==> config.mk <==
export PLATFORM = sky130hd
export DESIGN_NAME = keyword_text_classifier
export DESIGN_NICKNAME = d
export VERILOG_FILES = /design/src/sv/ktc_pkg.sv /design/src/sv/ktc_cell.sv /design/src/sv/ktc_match.sv /design/src/sv/keyword_text_classifier.sv
export VERILOG_INCLUDE_DIRS = /design/src /design/src/sv
export SDC_FILE = /design/constraint.sdc
export NUM_CORES = 1
export LEC_CHECK = 0
export BUFFER_PORTS_ARGS = -buffer_cell sky130_fd_sc_hd__buf_2
export CORE_AREA = 10 10 171 173
export CTS_CLUSTER_SIZE = 28
export DETAILED_ROUTE_END_ITERATION = 8
export DIE_AREA = 0 0 181 183
export GPL_TIMING_DRIVEN = 0
export PLACE_DENSITY = 0.63
export SLEW_MARGIN = 15
export SYNTH_ARGS = -nofsm -noshare
export SYNTH_HDL_FRONTEND = slang
export SYNTH_SLANG_ARGS = --single-unit
==> constraint.sdc <==
create_clock -name clk -period 3.7 [get_ports clk]
set_clock_uncertainty 0.1 [all_clocks]
set_input_delay 0.555 -clock clk [delete_from_list [all_inputs] [get_ports clk]]
set_output_delay 0.555 -clock clk [all_outputs]
set_load 0.02 [all_outputs]
==> src/sv/assert_macros.svh <==
// assertion macros for the rtl
`ifndef ASSERT_MACROS_SVH
`define ASSERT_MACROS_SVH
`ifndef SYNTH
`define ASSERT_IMPL(label, clk, rst_n, prop) \
	label: assert property (@(posedge clk) disable iff (!rst_n) prop) else $error("%m failed");
`define ASSERT_NEVER(label, clk, rst_n, expr) \
	label: assert property (@(posedge clk) disable iff (!rst_n) !(expr)) else $error("%m failed");
`else
`define ASSERT_IMPL(label, clk, rst_n, prop)
`define ASSERT_NEVER(label, clk, rst_n, expr)
`endif
`endif

==> src/sv/ktc_pkg.sv <==
`default_nettype none
package ktc_pkg;
	localparam int WIN_LEN = 13;
	localparam int N_KEYS = 40;
	localparam int N_GRP = 10;

	typedef logic [7:0] byte_t;
	typedef logic [WIN_LEN*8-1:0] key_text_t;

	typedef struct packed {
		key_text_t txt;
		logic [3:0] len;
		logic [3:0] grp;
	} key_t;

	localparam logic REG_SESSION = 1'b0;
	localparam logic REG_MIN_CONF = 1'b1;

	localparam logic [2:0] ST_OK = 3'd0;
	localparam logic [2:0] ST_NO_CAND = 3'd1;
	localparam logic [2:0] ST_BAD_CONF = 3'd2;
	localparam logic [2:0] ST_TOO_LONG = 3'd3;
	localparam logic [2:0] ST_BAD_SESS = 3'd4;

	localparam logic [2:0] K_NONE = 3'd0;
	localparam logic [2:0] K_IDEA = 3'd1;
	localparam logic [2:0] K_DECISION = 3'd2;
	localparam logic [2:0] K_COMMIT = 3'd3;
	localparam logic [2:0] K_PREF = 3'd4;
	localparam logic [2:0] K_PROJECT = 3'd5;
	localparam logic [2:0] K_ROUTINE = 3'd6;

	localparam logic [3:0] G_EXPL = 4'd0;
	localparam logic [3:0] G_DECIDE = 4'd1;
	localparam logic [3:0] G_COMMIT = 4'd2;
	localparam logic [3:0] G_IDEA = 4'd3;
	localparam logic [3:0] G_PREF = 4'd4;
	localparam logic [3:0] G_PROJ = 4'd5;
	localparam logic [3:0] G_ROUTINE = 4'd6;
	localparam logic [3:0] G_OTHER = 4'd7;
	localparam logic [3:0] G_SELF = 4'd8;
	localparam logic [3:0] G_SENS = 4'd9;

	localparam logic [1:0] ORG_NONE = 2'd0;
	localparam logic [1:0] ORG_EXPLICIT = 2'd1;
	localparam logic [1:0] ORG_INFER = 2'd2;

	localparam logic [1:0] SC_SELF = 2'd0;
	localparam logic [1:0] SC_OTHER = 2'd1;
	localparam logic [1:0] SC_MIXED = 2'd2;

	// keyword text, first char in the low byte
	function automatic key_t mk(input string s, input logic [3:0] g);
		key_t k;
		k.txt = '0;
		for (int i = 0; i < s.len(); i++) k.txt[i*8 +: 8] = s[i];
		k.len = 4'(s.len());
		k.grp = g;
		return k;
	endfunction

	function automatic key_t key_at(input int i);
		key_t k;
		unique case (i)
			0: k = mk("lembre", G_EXPL);   1: k = mk("guarde", G_EXPL);
			2: k = mk("anote", G_EXPL);    3: k = mk("decidimos", G_DECIDE);
			4: k = mk("decidi", G_DECIDE); 5: k = mk("vamos", G_DECIDE);
			6: k = mk("eu vou", G_COMMIT); 7: k = mk("me comprometo", G_COMMIT);
			8: k = mk("combino", G_COMMIT); 9: k = mk("ideia", G_IDEA);
			10: k = mk("pensei", G_IDEA);  11: k = mk("imagino", G_IDEA);
			12: k = mk("prefiro", G_PREF); 13: k = mk("nao gosto", G_PREF);
			14: k = mk("gosto de", G_PREF); 15: k = mk({"he", "rus"}, G_PROJ);
			16: k = mk("nucleo", G_PROJ);  17: k = mk("projeto", G_PROJ);
			18: k = mk("costumo", G_ROUTINE); 19: k = mk("sempre levo", G_ROUTINE);
			20: k = mk("minha rotina", G_ROUTINE); 21: k = mk("ele ", G_OTHER);
			22: k = mk("ela ", G_OTHER);    23: k = mk("outra pessoa", G_OTHER);
			24: k = mk("meu amigo", G_OTHER); 25: k = mk("minha amiga", G_OTHER);
			26: k = mk("minha mae", G_OTHER); 27: k = mk("meu pai", G_OTHER);
			28: k = mk(" eu ", G_SELF);    29: k = mk(" meu ", G_SELF);
			30: k = mk(" minha ", G_SELF); 31: k = mk(" comigo", G_SELF);
			32: k = mk("medico", G_SENS);  33: k = mk("saude", G_SENS);
			34: k = mk("financeiro", G_SENS); 35: k = mk("juridico", G_SENS);
			36: k = mk("senha", G_SENS);   37: k = mk("endereco", G_SENS);
			38: k = mk("localizacao", G_SENS);
			default: k = mk("intimo", G_SENS);
		endcase
		return k;
	endfunction

	// novelty, future value, consequence per kind
	function automatic logic [20:0] kind_defaults(input logic [2:0] kind);
		logic [20:0] d;
		unique case (kind)
			K_IDEA: d = {7'd75, 7'd90, 7'd45};
			K_DECISION: d = {7'd70, 7'd90, 7'd70};
			K_COMMIT: d = {7'd60, 7'd85, 7'd85};
			K_PREF: d = {7'd50, 7'd65, 7'd35};
			K_PROJECT: d = {7'd50, 7'd75, 7'd50};
			K_ROUTINE: d = {7'd55, 7'd70, 7'd30};
			default: d = '0;
		endcase
		return d;
	endfunction
endpackage
`default_nettype wire

==> src/sv/ktc_cell.sv <==
`default_nettype none
// one window byte; hands its byte to the next cell on every shift
module ktc_cell (
	input wire logic clk,
	input wire logic arst_n,
	input wire logic shift,
	input wire logic clear,
	input wire ktc_pkg::byte_t din,
	output ktc_pkg::byte_t dout
);
	ktc_pkg::byte_t byte_q;
	always_ff @(posedge clk or negedge arst_n) begin
		if (!arst_n) byte_q <= '0;
		else if (shift) byte_q <= clear ? '0 : din;
	end
	assign dout = byte_q;
endmodule
`default_nettype wire

==> src/sv/ktc_match.sv <==
`default_nettype none
// parallel keyword compare against window tail, one hit bit per group
module ktc_match (
	input wire logic [ktc_pkg::WIN_LEN*8-1:0] win,
	output logic [ktc_pkg::N_GRP-1:0] hits
);
	always_comb begin
		ktc_pkg::key_t k;
		logic ok;
		hits = '0;
		for (int i = 0; i < ktc_pkg::N_KEYS; i++) begin
			k = ktc_pkg::key_at(i);
			ok = 1'b1;
			for (int j = 0; j < ktc_pkg::WIN_LEN; j++)
				if (j < int'(k.len) &&
					win[(int'(k.len) - 1 - j)*8 +: 8] != k.txt[j*8 +: 8]) ok = 1'b0;
			if (ok) hits[k.grp] = 1'b1;
		end
	end
endmodule
`default_nettype wire

==> src/sv/keyword_text_classifier.sv <==
// keyword text classifier
// in channel: in_valid/in_ready carry one text byte per request with last_char;
// session_id and confidence are read on the last byte only.
// out channel: out_valid/out_ready carry one result per text, after its last byte.
// cfg channel: cfg_valid/cfg_ready write expected_session (0) and
// the minimum confidence (1); always ready, write only while idle.
// one byte per cycle sustained; a result appears in the cycle after the last
// byte is accepted, from a single output register.
// the input stalls only while a result sits in the output register and the
// receiver is not taking it in the same cycle.
// the window is a row of thirteen byte cells shifting each accepted byte;
// all keywords compare against the incoming window in that same cycle.
// reset clears window, count, hits, output valid; min confidence goes to 60.
// after each last byte the window, count and hits clear for the next text.
`default_nettype none
`include "assert_macros.svh"
module keyword_text_classifier #(
	parameter int MAX_TEXT = 256
) (
	input wire logic clk,
	input wire logic arst_n,
	input wire logic in_valid,
	output logic in_ready,
	input wire logic [7:0] char_code,
	input wire logic last_char,
	input wire logic [31:0] session_id,
	input wire logic [7:0] confidence,
	output logic out_valid,
	input wire logic out_ready,
	output logic [2:0] status,
	output logic [2:0] kind,
	output logic [1:0] origin,
	output logic [9:0] reasons,
	output logic [6:0] novelty,
	output logic [6:0] future_value,
	output logic [6:0] consequence,
	output logic [1:0] scope,
	output logic sensitive,
	output logic remember_req,
	output logic [6:0] confidence_echo,
	input wire logic cfg_valid,
	output logic cfg_ready,
	input wire logic cfg_index,
	input wire logic [31:0] cfg_data
);
	localparam int CW = $clog2(MAX_TEXT + 2);
	localparam int W = ktc_pkg::WIN_LEN;

	logic [31:0] exp_sess_q;
	logic [6:0] min_conf_q;
	logic [CW-1:0] count_q;
	logic [ktc_pkg::N_GRP-1:0] hits_q;
	logic take, tail_q;
	logic [W*8-1:0] win_now, win_cur;
	logic [ktc_pkg::N_GRP-1:0] hit_now, h;
	ktc_pkg::byte_t lc;
	logic [CW-1:0] cnt_n;

	assign cfg_ready = 1'b1;
	assign in_ready = !out_valid || out_ready;
	assign take = in_valid && in_ready;

	always_ff @(posedge clk or negedge arst_n) begin
		if (!arst_n) begin
			exp_sess_q <= '0;
			min_conf_q <= 7'd60;
		end else if (cfg_valid) begin
			if (cfg_index == ktc_pkg::REG_MIN_CONF) min_conf_q <= cfg_data[6:0];
			else exp_sess_q <= cfg_data;
		end
	end

	assign lc = (char_code >= 8'h41 && char_code <= 8'h5a) ? char_code + 8'h20 : char_code;

	// incoming window: new byte in cell 0 position, cells shifted up
	assign win_now = {win_cur[(W-1)*8-1:0], lc};

	for (genvar g = 0; g < W; g++) begin : g_cell
		ktc_cell u_cell (
			.clk(clk), .arst_n(arst_n), .shift(take), .clear(last_char),
			.din(win_now[g*8 +: 8]), .dout(win_cur[g*8 +: 8])
		);
	end

	ktc_match u_match (.win(win_now), .hits(hit_now));

	assign h = hits_q | hit_now;
	assign cnt_n = (count_q <= CW'(MAX_TEXT)) ? count_q + 1'b1 : count_q;

	always_ff @(posedge clk or negedge arst_n) begin
		if (!arst_n) begin
			count_q <= '0;
			hits_q <= '0;
		end else if (take) begin
			count_q <= last_char ? '0 : cnt_n;
			hits_q <= last_char ? '0 : h;
		end
	end

	// result build
	logic [2:0] st_c, kd_c;
	logic [1:0] or_c, sc_c;
	logic [9:0] rs_c;
	logic sn_c, ex_c;
	logic [6:0] ec_c;
	always_comb begin
		kd_c = ktc_pkg::K_NONE; or_c = ktc_pkg::ORG_NONE; rs_c = '0;
		sc_c = ktc_pkg::SC_SELF; sn_c = 1'b0; ex_c = 1'b0;
		ec_c = '0; st_c = ktc_pkg::ST_OK;
		priority if (h[ktc_pkg::G_DECIDE]) begin
			kd_c = ktc_pkg::K_DECISION; rs_c[1] = 1'b1;
		end else if (h[ktc_pkg::G_COMMIT]) begin
			kd_c = ktc_pkg::K_COMMIT; rs_c[2] = 1'b1;
		end else if (h[ktc_pkg::G_IDEA]) begin
			kd_c = ktc_pkg::K_IDEA; rs_c[3] = 1'b1;
		end else if (h[ktc_pkg::G_PREF]) begin
			kd_c = ktc_pkg::K_PREF; rs_c[4] = 1'b1;
		end else if (h[ktc_pkg::G_PROJ]) begin
			kd_c = ktc_pkg::K_PROJECT; rs_c[5] = 1'b1;
		end else if (h[ktc_pkg::G_ROUTINE]) begin
			kd_c = ktc_pkg::K_ROUTINE; rs_c[6] = 1'b1;
		end else kd_c = ktc_pkg::K_NONE;
		if (h[ktc_pkg::G_EXPL]) begin
			rs_c[0] = 1'b1; or_c = ktc_pkg::ORG_EXPLICIT; ex_c = 1'b1;
		end else or_c = ktc_pkg::ORG_INFER;
		if (h[ktc_pkg::G_OTHER]) begin
			sc_c = h[ktc_pkg::G_SELF] ? ktc_pkg::SC_MIXED : ktc_pkg::SC_OTHER;
			rs_c[7] = 1'b1;
		end
		if (h[ktc_pkg::G_SENS]) begin sn_c = 1'b1; rs_c[8] = 1'b1; end
		if (confidence < {1'b0, min_conf_q}) rs_c[9] = 1'b1;
		ec_c = confidence[6:0];
		priority if (confidence > 8'd100) st_c = ktc_pkg::ST_BAD_CONF;
		else if (cnt_n > CW'(MAX_TEXT)) st_c = ktc_pkg::ST_TOO_LONG;
		else if (session_id == '0 || session_id != exp_sess_q) st_c = ktc_pkg::ST_BAD_SESS;
		else if (kd_c == ktc_pkg::K_NONE) st_c = ktc_pkg::ST_NO_CAND;
		else st_c = ktc_pkg::ST_OK;
		if (st_c != ktc_pkg::ST_OK) begin
			kd_c = ktc_pkg::K_NONE; or_c = ktc_pkg::ORG_NONE; rs_c = '0;
			sc_c = ktc_pkg::SC_SELF; sn_c = 1'b0; ex_c = 1'b0;
			ec_c = '0;
		end
	end

	always_ff @(posedge clk or negedge arst_n) begin
		if (!arst_n) out_valid <= 1'b0;
		else if (take && last_char) out_valid <= 1'b1;
		else if (out_ready) out_valid <= 1'b0;
	end

	always_ff @(posedge clk) begin
		if (take && last_char) begin
			status <= st_c; kind <= kd_c; origin <= or_c; reasons <= rs_c;
			{novelty, future_value, consequence} <= ktc_pkg::kind_defaults(kd_c);
			scope <= sc_c; sensitive <= sn_c; remember_req <= ex_c;
			confidence_echo <= ec_c;
		end
	end

	always_ff @(posedge clk or negedge arst_n) begin
		if (!arst_n) tail_q <= 1'b0;
		else tail_q <= take && last_char;
	end

	`ASSERT_IMPL(a_res_after_last, clk, arst_n, (take && last_char) |=> out_valid)
	`ASSERT_NEVER(a_err_zero, clk, arst_n,
		out_valid && status != ktc_pkg::ST_OK && (kind != '0 || reasons != '0))
	`ASSERT_IMPL(a_cleared, clk, arst_n, tail_q |-> (count_q == '0 && hits_q == '0))
	`ASSERT_NEVER(a_ok_kind, clk, arst_n,
		out_valid && status == ktc_pkg::ST_OK && kind == ktc_pkg::K_NONE)
endmodule
`default_nettype wire
==> results.toml, run 1 <==
[outcome]
status = "completed"

[grt]
grt_max_degree = 83
track_usage = 0.235
grt_pass1_vias = 9995
antenna_found_initial = 1
overflow = 0
grt_first_pass_wirelength_mm = 60.9

[drt]
first_pass_iters = 5
via_per_inst = 5.89
drt-total-wl_mm = 40.3
vias = 10200
wire_per_inst_um = 23.2
first_iter_violations = 1120
drc = 0
ant_nets = 0

[power_and_ir_drop]
p_clk_frac = 0.376
p_leak_nw = 5.95
ir_drop_v = 0.000249
p_total_mw = 5.07
comb_power_share = 0.134
p_sw_mw = 1.48
switching_share = 0.292
p_int_mw = 3.59
power_density_nw_per_um2 = 369
p_seq_frac = 0.490

[clock_network]
clk_path_buf_depth = 2
h-tree-depth = 4
path_clk_slew_ns = 0.09
clock_latency_ns = 0.44
cts_root_buffer = "clkbuf_16"
cts_num_sinks = 199
cts_tree = "built"
numCtsBuffers = 17

[critical_path]
r2r-start = "g_cell[1].u_cell.dout[1]$_DFFE_PN0P_"
crit_end = "future_value[6]$_DFFE_PP_"
cp.arrival_ns = 3.76
r2r_cells = 11
endpoint_kind = "register"
worstSetupPathType = "register to register"
r2r_end = "future_value[6]$_DFFE_PP_"
startpoint_type = "register"
critPathMaxFanout = 8
critical_path_required_ns = 3.79
rrSetupSlack_ns = 0.03
critPathLaunch = "g_cell[1].u_cell.dout[1]$_DFFE_PN0P_"

[timing]
finalMaxSlewViolations = 0
fin_crit_ns = 3.67
finalHoldViolCount = 0
period_share = 0.992
setup_tns_ns = 0
clock.fmax_mhz = 272
setup_violations = 0
setup_slack_ns = 0.0298
tightest_slew_ns = 0.955
relSlewSlack = 0.347

[synth]
synth_top_family_by_area = "simple AND/OR/NAND/NOR gates"
ys_seq_elements = 199
synth_cells = 1212
synth_top_cell_by_area = "dfrtp_1"
synth_area_um2 = 11400
yosys_warnings = 0
synth-xor-area-share = 0.0254
syn_nets = 1312
synthSimpleGateAreaFrac = 0.355
synth_compound_area_frac = 0.0627
synth_fa_ha_area_frac = 0.0143
yosysSeqAreaShare = 0.457
synth-edff-count = 44
synth.avg_cell_area_um2 = 9.40
synth.top_cell.area_share = 0.332
synth_area_leaders = "dfrtp_1 33%, edfxtp_1 12%, nand2_1 7.8%"
synthFlopType = "dfrtp_1"
async_reset_ff_frac = 0.779
ys_types = 71
synthMuxAreaShare = 0.0440

[floorplanning]
die_h_um = 183
die_x_um = 181
start_util = 0.442
die-area_um2 = 33100
pin_count = 140
rows = 59
core_region_area_um2 = 25800

[placed_design]
routabilityCongestion = 1.03
pre_cts_ws_ns = -0.764
dpl_cell_area_um2 = 12600
dp_cells = 1684
dp_hpwl_mm = 30.7
port_buffers = 135

[final_layout]
finalNonFillerCells = 1734
n_antenna_cell = 0
drive_gt1_frac = 0.257
nNetsFinal = 1486
area_delta_synth_final_pct = 20.6
stdcell_area_um2 = 13700

[worst_hold_path]
hp-class = "input pin to register"

[flow_run]
drv_cap = 0
==> power groups by stage <==
stage | clock (mW) | sequential [mW] | combinational, mW
2_1_floorplan | 0 | 2.50 | 0.376
3_3_place_gp | 0 | 2.51 | 0.637
3_5_place_dp | 0 | 2.51 | 0.653
4_1_cts | 1.95 | 2.48 | 0.664
5_1_grt | 2.02 | 2.50 | 0.744
6_report | 1.91 | 2.49 | 0.678
==> routing by layer <==
layer | vias to the layer above | routed length [um] | track usage
li1 | 4740 | - | -
met1 | 5055 | 18400 | 0.331
met2 | 361 | 18400 | 0.364
met3 | 50 | 2680 | 0.0459
met4 | 0 | 713 | 0.0599
met5 | - | 0 | 0
==> cell usage in the layout (no fill, tap or decap), types with 36 or more instances in the layout <==
| cell type | netlist | routed |
|---|---|---|
| nand2_1 | 236 | 233 |
| buf_2 | 13 | 143 |
| dfrtp_1 | 151 | 136 |
| nand3b_1 | 96 | 96 |
| nor2_1 | 53 | 50 |
| edfxtp_1 | 44 | 44 |
| nand4_1 | 43 | 43 |
| mux2_2 | 41 | 41 |
| clkbuf_1 | 53 | 39 |
| nor4_1 | 48 | 36 |
==> through the flow <==
step | util | hold slack, ns
after global routing | 0.533 | 0.225
after detailed placement | 0.487 | 0.357
after CTS | 0.522 | 0.226
after floorplan | - | 0.159
after global placement | 0.485 | 0.347
final | 0.533 | 0.235
==> how the worst min path moves through the flow <==
stage	startpoint	endpoint	slack [ns]	cells after the start
after floorplan	arst_n	count_q[0]$_DFFE_PN0P_	0.16	0
after global placement	g_cell[11].u_cell.dout[3]$_DFFE_PN0P_	g_cell[11].u_cell.dout[3]$_DFFE_PN0P_	0.35	2
after detailed placement	g_cell[11].u_cell.dout[0]$_DFFE_PN0P_	g_cell[11].u_cell.dout[0]$_DFFE_PN0P_	0.36	2
after CTS	cfg_data[13]	exp_sess_q[13]$_DFFE_PN0P_	0.23	2
after global routing	cfg_data[17]	exp_sess_q[17]$_DFFE_PN0P_	0.23	2
final	cfg_data[13]	exp_sess_q[13]$_DFFE_PN0P_	0.24	2
==> flip-flops by register name (all words and copies together), names as in the netlist <==
name / count
g_cell.u_cell.dout: 96
exp_sess_q: 32
hits_q: 10
count_q: 9
reasons: 9
confidence_echo: 7
min_conf_q: 7
consequence: 6
future_value: 6
novelty: 6
kind: 3
status: 3
origin: 2
scope: 2
out_valid: 1
==> Yosys cell counts, drive strengths merged, types with 5 or more instances <==
library cell and n:
nand4b 8, nand2 236, dfrtp 151, o21ai 28, and3 10, and4bb 9
edfxtp 44, a21oi 20, clkbuf 55, mux2 41, xor2 32, nor4bb 14
nand4 43, nor4b 15, nand3b 97, and4 5, ha 13, nor3b 5
nand3 33, buf 27, nor2b 21, and4b 15, a21o 5, nand2b 18
and3b 7, nor2 54, or4 5, a31oi 7, nor3 39, nor4 50
o41ai 6, and2 18, inv 26
==> worst max-delay path, stage by stage (launching register included) <==
cell,delay (ns)
dfrtp_1,0.62
nor2b_1,0.43
nand4_1,0.35
nor3_2,0.26
a21oi_1,0.10
o21a_1,0.17
nand2b_1,0.21
a21oi_2,0.23
nand2b_1,0.12
ha_2,0.23
or2_2,0.32
a211o_1,0.28
==> layout make-up <==
| class | count | area [um^2] |
|---|---|---|
| buffer | 75 | 368 |
| clock buffer | 19 | 464 |
| clock inverter | 13 | 126 |
| fill | 2412 | 12000 |
| inverter | 26 | 97.6 |
| multi-input combinational | 905 | 6090 |
| sequential | 199 | 5220 |
| tap | 335 | 419 |
| timing repair buffer | 162 | 943 |
==> cells by family (layout without fill, tap and decap cells) <==
kind of cell / after synthesis / after routing
and+or+nand+nor: 709 / 709
DFF: 199 / 199
buffers and inverters: 108 / 295
AOI/OAI and AO/OA: 103 / 103
muxes: 45 / 45
xor gates and xnor gates: 33 / 33
adders and majority gates: 13 / 13
other: 2 / 2
==> what timing repair did <==
action / CTS / global route
endpoints found under the setup margin: 15 / 13
setup buffers: 9 / 15
endpoints found under the hold margin: 4 / 0
resized for setup: 47 / 59
hold buffers: 1 / 0
pin swaps: 7 / 14
(Power assumes the default switching activity.)
==> run 2: changes to the inputs <==
ABC_AREA = 1   (was default)
CORE_AREA = 10 10 170 172   (was 10 10 171 173)
DIE_AREA = 0 0 180 182   (was 0 0 181 183)
==> run 2 against run 1 <==
Compared with the run above: utilization decreased by 0.67 points; final area decreased by 1.8%; largest power group unchanged; critical path type unchanged; register-to-register slack improved by 0.12 ns; die area decreased by 1.1%; global-route usage increased by 0.18 points; sequential power decreased by 2%; non-clock buffer count decreased by 48; largest cell class unchanged; area after synthesis decreased by 0.54%; total power increased by 1.5%; critical endpoint is now novelty[1]$_DFFE_PP_; combinational power increased by 5.9%; sequential share of layout area increased by 0.59 points.
==> results.toml, run 2 <==
[outcome]
status = "completed"

[synth]
syn_nets = 1523
synth_cells = 1423
yosys_warnings = 0
synth_area_um2 = 11300
synth_top_cell_by_area = "dfrtp_1"
ys_types = 55
yosysMostFrequentCell = "nand2_1"
async_reset_ff_frac = 0.779
synth.top_cell.area_share = 0.334
yosysSeqAreaShare = 0.459
synth-edff-count = 44
ys_seq_elements = 199
synth.avg_cell_area_um2 = 7.96
synth_area_leaders = "dfrtp_1 33%, edfxtp_1 12%, nand2_1 7.9%"
synthFlopType = "dfrtp_1"
synth_common_cells = "237 x nand2_1, 213 x nor2_1, 205 x inv_1"

[final_layout]
multi_input_area_um2 = 5310
mostFrequentLayoutCell = "nand2_1"
n_antenna_cell = 0
largest_reg_flops = 96
layout.cells.most_common_list = "229 x nand2_1, 199 x inv_1, 178 x nor2_1, 148 x dfrtp_1, 136 x buf_2"
final_util = 0.526
num-fill-cells = 2537
ff_latch_area_um2 = 5210
drive_gt1_frac = 0.236
area_delta_synth_final_pct = 19.0
nNetsFinal = 1693

[timing]
fin_crit_ns = 3.55
tightest_slew_ns = 0.923
setup_violations = 0
whs_ns = 0.224
clock.fmax_mhz = 281
finalMaxSlewViolations = 0
period_share = 0.961
finalHoldViolCount = 0
relSlewSlack = 0.385

[placed_design]
routabilityCongestion = 0.979
dp_hpwl_mm = 31.7
port_buffers = 137

[clock_network]
numCtsBuffers = 17
cts_root_buffer = "clkbuf_16"
clock_latency_ns = 0.46
cts_tree = "built"
cts_num_sinks = 199
h-tree-depth = 4
path_clk_slew_ns = 0.09
clk_path_buf_depth = 2

[floorplanning]
core_region_area_um2 = 25600
rows = 59
start_util = 0.442
die_h_um = 182
die-area_um2 = 32800
pin_count = 140
die_x_um = 180

[power_and_ir_drop]
p_seq_frac = 0.475
p_sw_mw = 1.62
p_int_mw = 3.53
switching_share = 0.314
p_clk_frac = 0.386
comb_power_share = 0.139
ir_drop_v = 0.000225
power_density_nw_per_um2 = 382
p_leak_nw = 6.00

[critical_path]
r2r_cells = 21
rrSetupSlack_ns = 0.15
critPathMaxFanout = 8
cp.arrival_ns = 3.67
worstSetupPathType = "register to register"
critical_path_required_ns = 3.81
r2r_end = "novelty[1]$_DFFE_PP_"
startpoint_type = "register"
endpoint_kind = "register"
r2r-start = "g_cell[3].u_cell.dout[7]$_DFFE_PN0P_"

[drt]
first_iter_violations = 925
via_per_inst = 5.43
drc = 0
ant_nets = 0
drt-total-wl_mm = 39.7
vias = 10500
first_pass_iters = 5
wire_per_inst_um = 20.4

[worst_hold_path]
hp-class = "input pin to register"
hold-path-endpoint = "exp_sess_q[19]$_DFFE_PN0P_"
worstHoldStart = "cfg_data[19]"
whs_path_depth = 2

[grt]
grt_first_pass_wirelength_mm = 60.7
grt_max_degree = 80
grt_pass1_vias = 10400
overflow = 0
antenna_found_initial = 0
track_usage = 0.237

[flow_run]
drv_cap = 0
==> run 2: logic make-up (layout without fill, tap and decap cells) <==
| kind of cell | after synthesis | after routing | synth area share |
|---|---|---|---|
| and+or+nand+nor | 716 | 716 | 0.297 |
| other | 2 | 2 | 0.000663 |
| adders and majority gates | 13 | 13 | 0.0144 |
| buffers and inverters | 276 | 459 | 0.0960 |
| xor gates and xnor gates | 29 | 29 | 0.0224 |
| muxes | 21 | 21 | 0.0209 |
| DFF | 199 | 199 | 0.459 |
| AOI/OAI and AO/OA | 167 | 167 | 0.0898 |
==> run 2: final cells by class <==
cell class / instances / share of cell area
clock inverter: 15 / 0.0147
timing repair buffer: 151 / 0.0620
buffer: 38 / 0.0142
clock buffer: 17 / 0.0315
tap: 335 / 0.0311
multi-input combinational: 948 / 0.394
sequential: 199 / 0.386
inverter: 238 / 0.0666
==> run 2: power by group through the flow <==
stage                     sequential [mW]  clock, mW  combinational, mW
after floorplan                      2.49          0              0.407
after global placement               2.49          0              0.681
after detailed placement             2.49          0              0.696
after CTS                            2.44       2.00              0.706
after global routing                 2.46       2.10              0.797
final                                2.45       1.99              0.718
==> run 2: stage by stage <==
step | power [mW] | setup TNS, ns | worst slack, ns | cell area [um^2] | std cells
global route | 5.36 | -0.0102 | -0.0102 | 13500 | 1941
floorplan | 2.90 | 0 | 0.514 | 11300 | 1423
CTS | 5.15 | 0 | 0.00180 | 13300 | 1932
global placement | 3.17 | -66.67 | -0.444 | 12400 | 1895
finish | 5.15 | 0 | 0.146 | 13500 | 1941
detailed placement | 3.18 | -1.37 | -0.260 | 12500 | 1897
==> run 2: worst max-delay path by stage <==
stage | end | slack, ns | start | cells after the start
after floorplan | novelty[1]$_DFFE_PP_ | 0.51 | char_code[5] | 21
after global routing | novelty[1]$_DFFE_PP_ | -0.01 | g_cell[3].u_cell.dout[7]$_DFFE_PN0P_ | 23
final | novelty[1]$_DFFE_PP_ | 0.15 | g_cell[3].u_cell.dout[7]$_DFFE_PN0P_ | 21
after detailed placement | novelty[1]$_DFFE_PP_ | -0.26 | session_id[5] | 16
after global placement | count_q[4]$_DFFE_PN0P_ | -0.44 | arst_n | 1
after CTS | novelty[1]$_DFFE_PP_ | 0.002 | g_cell[2].u_cell.dout[7]$_DFFE_PN0P_ | 22
==> run 2: per-layer routing <==
layer | vias to the layer above | wire length (um) | track usage
li1 | 5040 | - | -
met1 | 5127 | 18300 | 0.329
met2 | 317 | 18200 | 0.371
met3 | 50 | 2200 | 0.0398
met4 | 0 | 952 | 0.0688
met5 | - | 0 | 0
==> run 2: timing repair <==
action                                 in CTS  in global routing
setup endpoints to repair                  11                 14
gates resized for setup                    28                 58
hold buffers                                1                  0
pin swaps                                   3                 12
endpoints found under the hold margin      16                  0
buffers inserted                            2                  9
==> run 2: critical path, cell delays in order, from the launching register on <==
cell and delay (ns):
dfrtp_2 0.48, inv_4 0.08, nand2_2 0.09, nor2_4 0.19, buf_4 0.13, nand2_1 0.08
nor4_2 0.38, nand3b_1 0.17, nand2_2 0.14, nand2_1 0.06, nand2_1 0.05, nor2_1 0.07
nand2_2 0.10, nand2_2 0.07, nand2_1 0.10, nor2_4 0.07, nor2_8 0.16, nand3_2 0.12
ha_1 0.22, inv_1 0.09, o21ai_1 0.10, or2_2 0.27
